### src/qrs_pkg.sv
// ----------------------------------------------------------------------------
// qrs_pkg
// Shared constants, status codes and pipeline structs for the quadratic
// real-root solver.
// ----------------------------------------------------------------------------
package qrs_pkg;

  localparam int FRAC_BITS   = 16;
  localparam int COEFF_W     = 32;
  localparam int DEG_W       = 8;
  localparam int QUAD_DEGREE = 2;

  // discriminant: b^2 + 4|ac| fits in 2*COEFF_W+2 bits
  localparam int DISC_W  = 2 * COEFF_W + 2;
  localparam int SQRT_W  = DISC_W / 2;
  localparam int SREM_W  = SQRT_W + 4;
  // -b +/- s as signed, and its magnitude
  localparam int NUM_W   = COEFF_W + 3;
  localparam int NMAG_W  = COEFF_W + 2;
  localparam int DIVD_W  = NMAG_W + FRAC_BITS;
  localparam int DVSR_W  = COEFF_W + 1;
  localparam int STAT_W  = 3;

  typedef enum logic [STAT_W-1:0] {
    ST_TWO   = 3'd0,
    ST_ONE   = 3'd1,
    ST_NONE  = 3'd2,
    ST_NOTQ  = 3'd3,
    ST_AZERO = 3'd4
  } status_t;

  typedef struct packed {
    status_t                    status;
    logic signed [COEFF_W-1:0]  a;
    logic signed [COEFF_W-1:0]  b;
  } side_t;

  typedef struct packed {
    status_t                    status;
    logic        [COEFF_W-1:0]  root0;
    logic        [COEFF_W-1:0]  root1;
    logic                       sat0;
    logic                       sat1;
  } result_t;

endpackage

### src/qrs_disc.sv
// ----------------------------------------------------------------------------
// qrs_disc
// Two-stage front end: coefficient products, then discriminant and
// early status classification.
// ----------------------------------------------------------------------------
module qrs_disc (
  input  logic                                  clk,
  input  logic                                  rst_n,
  input  logic                                  adv,
  input  logic                                  in_valid,
  input  logic [qrs_pkg::DEG_W-1:0]             in_degree,
  input  logic signed [qrs_pkg::COEFF_W-1:0]    in_a,
  input  logic signed [qrs_pkg::COEFF_W-1:0]    in_b,
  input  logic signed [qrs_pkg::COEFF_W-1:0]    in_c,
  output logic                                  out_valid,
  output logic [qrs_pkg::DISC_W-1:0]            out_disc,
  output qrs_pkg::side_t                        out_side
);

  localparam int CW = qrs_pkg::COEFF_W;
  localparam int PW = 2 * CW;

  logic [CW-1:0] amag, bmag, cmag;
  logic [PW-1:0] bb_nxt, ac_nxt;
  qrs_pkg::status_t st1_nxt;
  logic acneg_nxt;

  logic                     v1_r, acneg1_r;
  qrs_pkg::status_t         st1_r;
  logic signed [CW-1:0]     a1_r, b1_r;
  logic [PW-1:0]            bb1_r, ac1_r;

  logic [qrs_pkg::DISC_W-1:0] b2e, p4, dsum, ddif, disc_nxt;
  logic                       lt;
  qrs_pkg::status_t           st2_nxt;

  logic                       v2_r;
  logic [qrs_pkg::DISC_W-1:0] disc2_r;
  qrs_pkg::side_t             side2_r;

  always_comb begin
    amag = in_a[CW-1] ? (~in_a + 1'b1) : in_a;
    bmag = in_b[CW-1] ? (~in_b + 1'b1) : in_b;
    cmag = in_c[CW-1] ? (~in_c + 1'b1) : in_c;
    bb_nxt = PW'(bmag) * PW'(bmag);
    ac_nxt = PW'(amag) * PW'(cmag);
    acneg_nxt = (in_a[CW-1] ^ in_c[CW-1]) && (in_c != '0);
    priority if (in_degree != qrs_pkg::DEG_W'(qrs_pkg::QUAD_DEGREE)) begin
      st1_nxt = qrs_pkg::ST_NOTQ;
    end else if (in_a == '0) begin
      st1_nxt = qrs_pkg::ST_AZERO;
    end else begin
      st1_nxt = qrs_pkg::ST_TWO;
    end
  end

  always_ff @(posedge clk) begin
    if (!rst_n) begin
      v1_r <= 1'b0;
    end else if (adv) begin
      v1_r <= in_valid;
    end
  end

  always_ff @(posedge clk) begin
    if (adv) begin
      st1_r    <= st1_nxt;
      acneg1_r <= acneg_nxt;
      a1_r     <= in_a;
      b1_r     <= in_b;
      bb1_r    <= bb_nxt;
      ac1_r    <= ac_nxt;
    end
  end

  always_comb begin
    b2e  = {2'b00, bb1_r};
    p4   = {ac1_r, 2'b00};
    dsum = b2e + p4;
    ddif = b2e - p4;
    lt   = b2e < p4;
    disc_nxt = acneg1_r ? dsum : ddif;
    priority if (st1_r != qrs_pkg::ST_TWO) begin
      st2_nxt = st1_r;
    end else if (!acneg1_r && lt) begin
      st2_nxt = qrs_pkg::ST_NONE;
    end else if (disc_nxt == '0) begin
      st2_nxt = qrs_pkg::ST_ONE;
    end else begin
      st2_nxt = qrs_pkg::ST_TWO;
    end
  end

  always_ff @(posedge clk) begin
    if (!rst_n) begin
      v2_r <= 1'b0;
    end else if (adv) begin
      v2_r <= v1_r;
    end
  end

  always_ff @(posedge clk) begin
    if (adv) begin
      disc2_r        <= disc_nxt;
      side2_r.status <= st2_nxt;
      side2_r.a      <= a1_r;
      side2_r.b      <= b1_r;
    end
  end

  assign out_valid = v2_r;
  assign out_disc  = disc2_r;
  assign out_side  = side2_r;

endmodule

### config.mk
export PLATFORM = sky130hd
export DESIGN_NAME = qrs_disc
export DESIGN_NICKNAME = d
export VERILOG_FILES = /design/src/qrs_pkg.sv /design/src/qrs_disc.sv
export SDC_FILE = /design/constraint.sdc
export NUM_CORES = 2
export LEC_CHECK = 0
export BUFFER_PORTS_ARGS = -buffer_cell sky130_fd_sc_hd__buf_2
export CAP_MARGIN = 15
export CORE_ASPECT_RATIO = 1.25
export CORE_MARGIN = 2
export CORE_UTILIZATION = 31
export CTS_BUF_LIST = sky130_fd_sc_hd__clkbuf_8
export DETAILED_ROUTE_END_ITERATION = 8
export GPL_TIMING_DRIVEN = 0
export PLACE_DENSITY_LB_ADDON = 0.05
export SLEW_MARGIN = 20
export SYNTH_ARGS = -nofsm -noshare
export SYNTH_HDL_FRONTEND = slang
export SYNTH_SLANG_ARGS = --single-unit
### constraint.sdc
create_clock -name clk -period 19.1 [get_ports clk]
set_input_delay 1.91 -clock clk [delete_from_list [all_inputs] [get_ports clk]]
set_output_delay 1.91 -clock clk [all_outputs]
set_load 0.02 [all_outputs]
# [Word-level counts from Yosys, hierarchy flattened]
# Index checks and enable logic that the tools add are counted.
[op_classes] add_sub_neg=5 bitwise_logic=4 muxes=8 magnitude_cmp=1 eq_ne=1 mul=2 reduce_logical=7
[op_table] operator="multiplier 32 x 32 -> 64 bit" n=2
[op_table] operator="adder 32 x 1 -> 32 bit (second input constant)" n=3
[op_table] operator="2-to-1 mux 32 bit" n=3
[op_table] operator="NOT 32 bit" n=3
[op_table] operator="adder 64 x 66 -> 66 bit" n=1
[op_table] operator="logical NOT 66 bit" n=1
[op_table] operator="< comparator 64 x 66 -> 1 bit" n=1
[op_table] operator="2-to-1 mux 66 bit" n=1
[op_table] operator="subtractor 64 x 66 -> 66 bit" n=1
[op_table] operator="logical NOT 32 bit" n=1
[op_table] operator="nonzero test 32 bit" n=1
[op_table] operator="inequality test 8 x 2 -> 1 bit (second input constant)" n=1
[op_table] operator="2-to-1 mux 3 bit" n=2
[op_table] operator="nonzero test 3 bit" n=1
[op_table] operator="logical AND 1 bit" n=2
[op_table] operator="2-to-1 mux 2 bit" n=1
[op_table] operator="logical NOT 1 bit" n=1
[op_table] operator="2-to-1 mux 1 bit" n=1
[op_table] operator="XOR 1 bit" n=1
[totals] inputBits=108 wordCells=40 regBits=331 out_inout_bits=134

# [Logic depth before layout (Yosys ltp)]
[depth] word_depth=6 depth_mapped=41 ltp_nobuf=38

# [Worst setup path after synthesis]
# No wires, ideal clock.
[synth_path] path_type="input-to-reg" from="in in_b[10] in the netlist's numbering" to="reg bb1_r[62], data pin" n_path_buf=2 required_time_ps=18837 setup_slack_ps=7357 setup_time_ps=263 cell_stages=38 arrival_time_ps=11480 cell_sequence="or4_1 -> or4_1 -> or3_1 -> nand2b_1 -> nand2b_1 -> nand2_1 -> xor2_1 -> clkinv_1 -> clkbuf_1 -> nand2_1 -> fa_1 -> inv_1 -> fa_1 -> fa_1 -> inv_1 -> fa_1 -> inv_1 -> fa_1 -> (+2 left out) -> inv_1 -> fa_1 -> inv_1 -> ha_1 -> clkbuf_1 -> a21o_1 -> a21o_1 -> a21oi_1 -> o21ai_0 -> a221oi_1 -> o2111ai_1 -> o211ai_1 -> o211ai_1 -> a41oi_1 -> or3_1 -> a21oi_1 -> a311oi_1 -> xnor2_1"
[synth_between] elab_chain_len=4
[synth_lines] item="from (decl)" line="qrs_disc.sv:13" rtl="input logic signed [qrs_pkg::COEFF_W-1:0] in_b,"
[synth_lines] item="NOT 32 bit" line="qrs_disc.sv:43" rtl="bmag = in_b[CW-1] ? (~in_b + 1'b1) : in_b;"
[synth_lines] item="adder 32 x 1 -> 32 bit" line="qrs_disc.sv:43"
[synth_lines] item="2-to-1 mux 32 bit (*)" line="qrs_disc.sv:43"
[synth_lines] item="multiplier 32 x 32 -> 64 bit (*)" line="qrs_disc.sv:45" rtl="bb_nxt = PW'(bmag) * PW'(bmag);"
[synth_lines] item="via bb_nxt[62]" line="qrs_disc.sv:24" rtl="logic [PW-1:0] bb_nxt, ac_nxt;"
[synth_lines] item="to (signal assigned)" line="qrs_disc.sv:71" rtl="bb1_r <= bb_nxt;"
[synth_lines] item="to (decl)" line="qrs_disc.sv:31" rtl="logic [PW-1:0] bb1_r, ac1_r;"
# The timed path passes the listed nets; every way through them passes the cells marked *.
# A chain may end at the register's enable or synchronous reset.

# [Worst setup path after layout]
[layout_path] from="in in_b[0] in the netlist's numbering" to="reg bb1_r[62], data pin"
# Same word-level chain as after synthesis.

==> flow_metrics.tcl <==
set metrics [dict create \
    outcome "completed" \
    grt_max_degree 81 \
    start_util 0.311 \
    finClkSkew_ns 0.0806 \
    ff2ff_path_depth 13 \
    path_max_fanout 10 \
    timing.rr.start "acneg1_r" \
    setup_viol 0 \
    cts_hold_buffers 0 \
    synth_cell_types 107 \
    cts_tree "yes" \
    cp-end-kind "flip-flop" \
    arrival_ns 16.11 \
    cts_root_buf "clkbuf_8" \
    hp-start "a1_r[23]" \
    wire_per_inst_um 28.3 \
    drive_above_1_share 0.0645 \
    layout_commonest_cell "inv_1" \
    async_flop_share 0 \
    rows 209 \
    ioPinCount 242 \
    period_share 0.816 \
    period_minus_slack_ns 15.59 \
    seq_area_frac_synth 0.121 \
    grt.total_usage 0.269 \
    slowest_delay_ns 0.78 \
    numPortBuffers 238 \
    final_cell_mix "inv_1 (2010), fa_1 (1693), nor2_1 (956)" \
    fin_nets 11500 \
    ys_dominant_reg_cell "edfxtp_1" \
    coreArea_um2 259000 \
    dieArea_um2 264000 \
    hold_slack_ns 0.379 \
    drc 0 \
    post_cts_buffers 0 \
    vias 63200 \
    grt_pass1_vias 68700 \
    critPathKind "in -> reg" \
    synth_area_um2 80500 \
    syn2layout_area_growth_pct 10.0 \
    synth_edf_count 324 \
    clockBufferDepth 3 \
    rr_endpoint "out_side[64]" \
    maxSlewHeadroom 0.154 \
    slowest_stage "clkbuf_1" \
    antenna_found_initial 21 \
    drv_cap 0 \
    syn_inst 8683 \
    synth-seq-cells 326 \
    die_w_um 460 \
    maxClockFrequency_ghz 0.0642 \
    synth_area_per_cell_um2 9.28 \
    ys_warn_count 0 \
    hold_path_end "out_side[55]" \
    rsz0062_at_grt "false" \
    ant_nets 0 \
    start_kind "input port" \
    cts_resized 0 \
    dpl.hpwl_um 306000 \
    first_pass_iters 6 \
    worst_slew_pin_slew_ns 1.27 \
    hold_path_class "reg -> reg" \
    grt_pass1_wl_um 504000 \
    critPathMostFrequentCell "fa_1" \
    die_h_um 574 \
    finalMaxSlewViolations 0 \
    clk_latency_ns 0.86 \
    totalWireLength_um 354000 \
    drt_iter0_drc 4162 \
    avgViaCountPerCell 5.06 \
    hold_depth 0 \
    crit_required_ns 19.63 \
    cts_max_level 3 \
    r2r_slack_ns 12.57 \
    clk_pin_slew_worst_paths_ns 0.06 \
    cts_buffers 72 \
    gp_congestion 0.965 \
    fin_tns_setup_ns 0 \
    grt-ovfl-total 0 \
    cts.sinks 326 \
    timing.final.hold_violations 0 \
    critical_path.startpoint "in_b[0]" \
]
-- worst max-delay path: cells and delay by family --
| family | cells | cell delay, ns |
|---|---|---|
| fa+ha+maj | 10 | 4.56 |
| buf+inv | 8 | 3.62 |
| compound gates | 11 | 3.61 |
| simple gates | 5 | 2.01 |
| xor+xnor | 2 | 0.31 |
-- routing by layer --
layer	track usage	share of wire	vias up
met5	0	0.00023	-
met4	0.123	0.055	6
met3	0.0342	0.049	565
met2	0.468	0.50	1932
met1	0.332	0.40	33300
li1	-	-	27400
-- Yosys cell counts, drive strengths merged (21+ instances only) --
cell    number  share of area
o21ai      163          0.010
nand2b      35         0.0027
o21bai      56         0.0053
edfxtp     324           0.12
xor2       124          0.013
and3        22         0.0017
nor4        48         0.0041
a31oi       30         0.0023
a211oi      35         0.0034
a21oi      292          0.018
clkbuf     299          0.014
nor2b       48         0.0037
fa        1693           0.42
o31ai       66         0.0065
and2        44         0.0034
or3         26         0.0020
nor2       957          0.045
a21o       124          0.012
buf         44         0.0028
or4         21         0.0021
ha         668           0.10
nor3        58         0.0037
nand4       48         0.0037
or2         21         0.0016
inv       1997          0.093
nand2      878          0.041
xnor2      219          0.024
nand3       62         0.0039
-- per-stage QoR --
stage               cells  cell area, um2  setup slack, ns  utilization
floorplan            8706           80600             7.36            -
global placement    12300           86000             1.22        0.332
detailed placement  12400           87000             2.79        0.336
CTS                 12500           88500             3.62        0.342
global route        12500           88600             3.27        0.342
finish              12500           88600             3.51        0.342
-- final cells by class --
| class | instances | area (um2) |
|---|---|---|
| fill | 27200 | 170000 |
| tap | 3376 | 4220 |
| sequential | 326 | 9770 |
| antenna | 13 | 32.5 |
| inverter | 2010 | 7540 |
| timing repair buffer | 277 | 1720 |
| buffer | 343 | 1400 |
| clock inverter | 58 | 502 |
| multi-input combinational | 6027 | 62400 |
| clock buffer | 72 | 991 |
-- state kept, by name (all words and copies together), names as in the netlist --
signal / flops
bb1_r: 62
b1_r: 32
a1_r: 32
out_valid: 1
st1_r: 2
out_disc: 65
out_side: 66
v1_r: 1
ac1_r: 64
acneg1_r: 1
-- worst max-delay path by stage --
stage | to | slack [ns] | cells past startpoint
finish | bb1_r[62] | 3.51 | 36
global route | bb1_r[63] | 3.27 | 36
CTS | bb1_r[62] | 3.62 | 36
detailed placement | bb1_r[62] | 2.79 | 36
global placement | bb1_r[62] | 1.22 | 38
floorplan | bb1_r[62] | 7.36 | 38
-- cell families after synthesis --
group                      share of synthesized area
xor gates and xnor gates                      0.0375
muxes                                        0.00166
and+or+nand+nor                                0.121
other                                      0.0000932
adders and majority gates                      0.525
DFF                                            0.121
buffers and inverters                          0.110
AOI/OAI and AO/OA                             0.0830
Power is not shown: default switching activity piles up to over one toggle a cycle in this logic, so the estimate is an artifact.
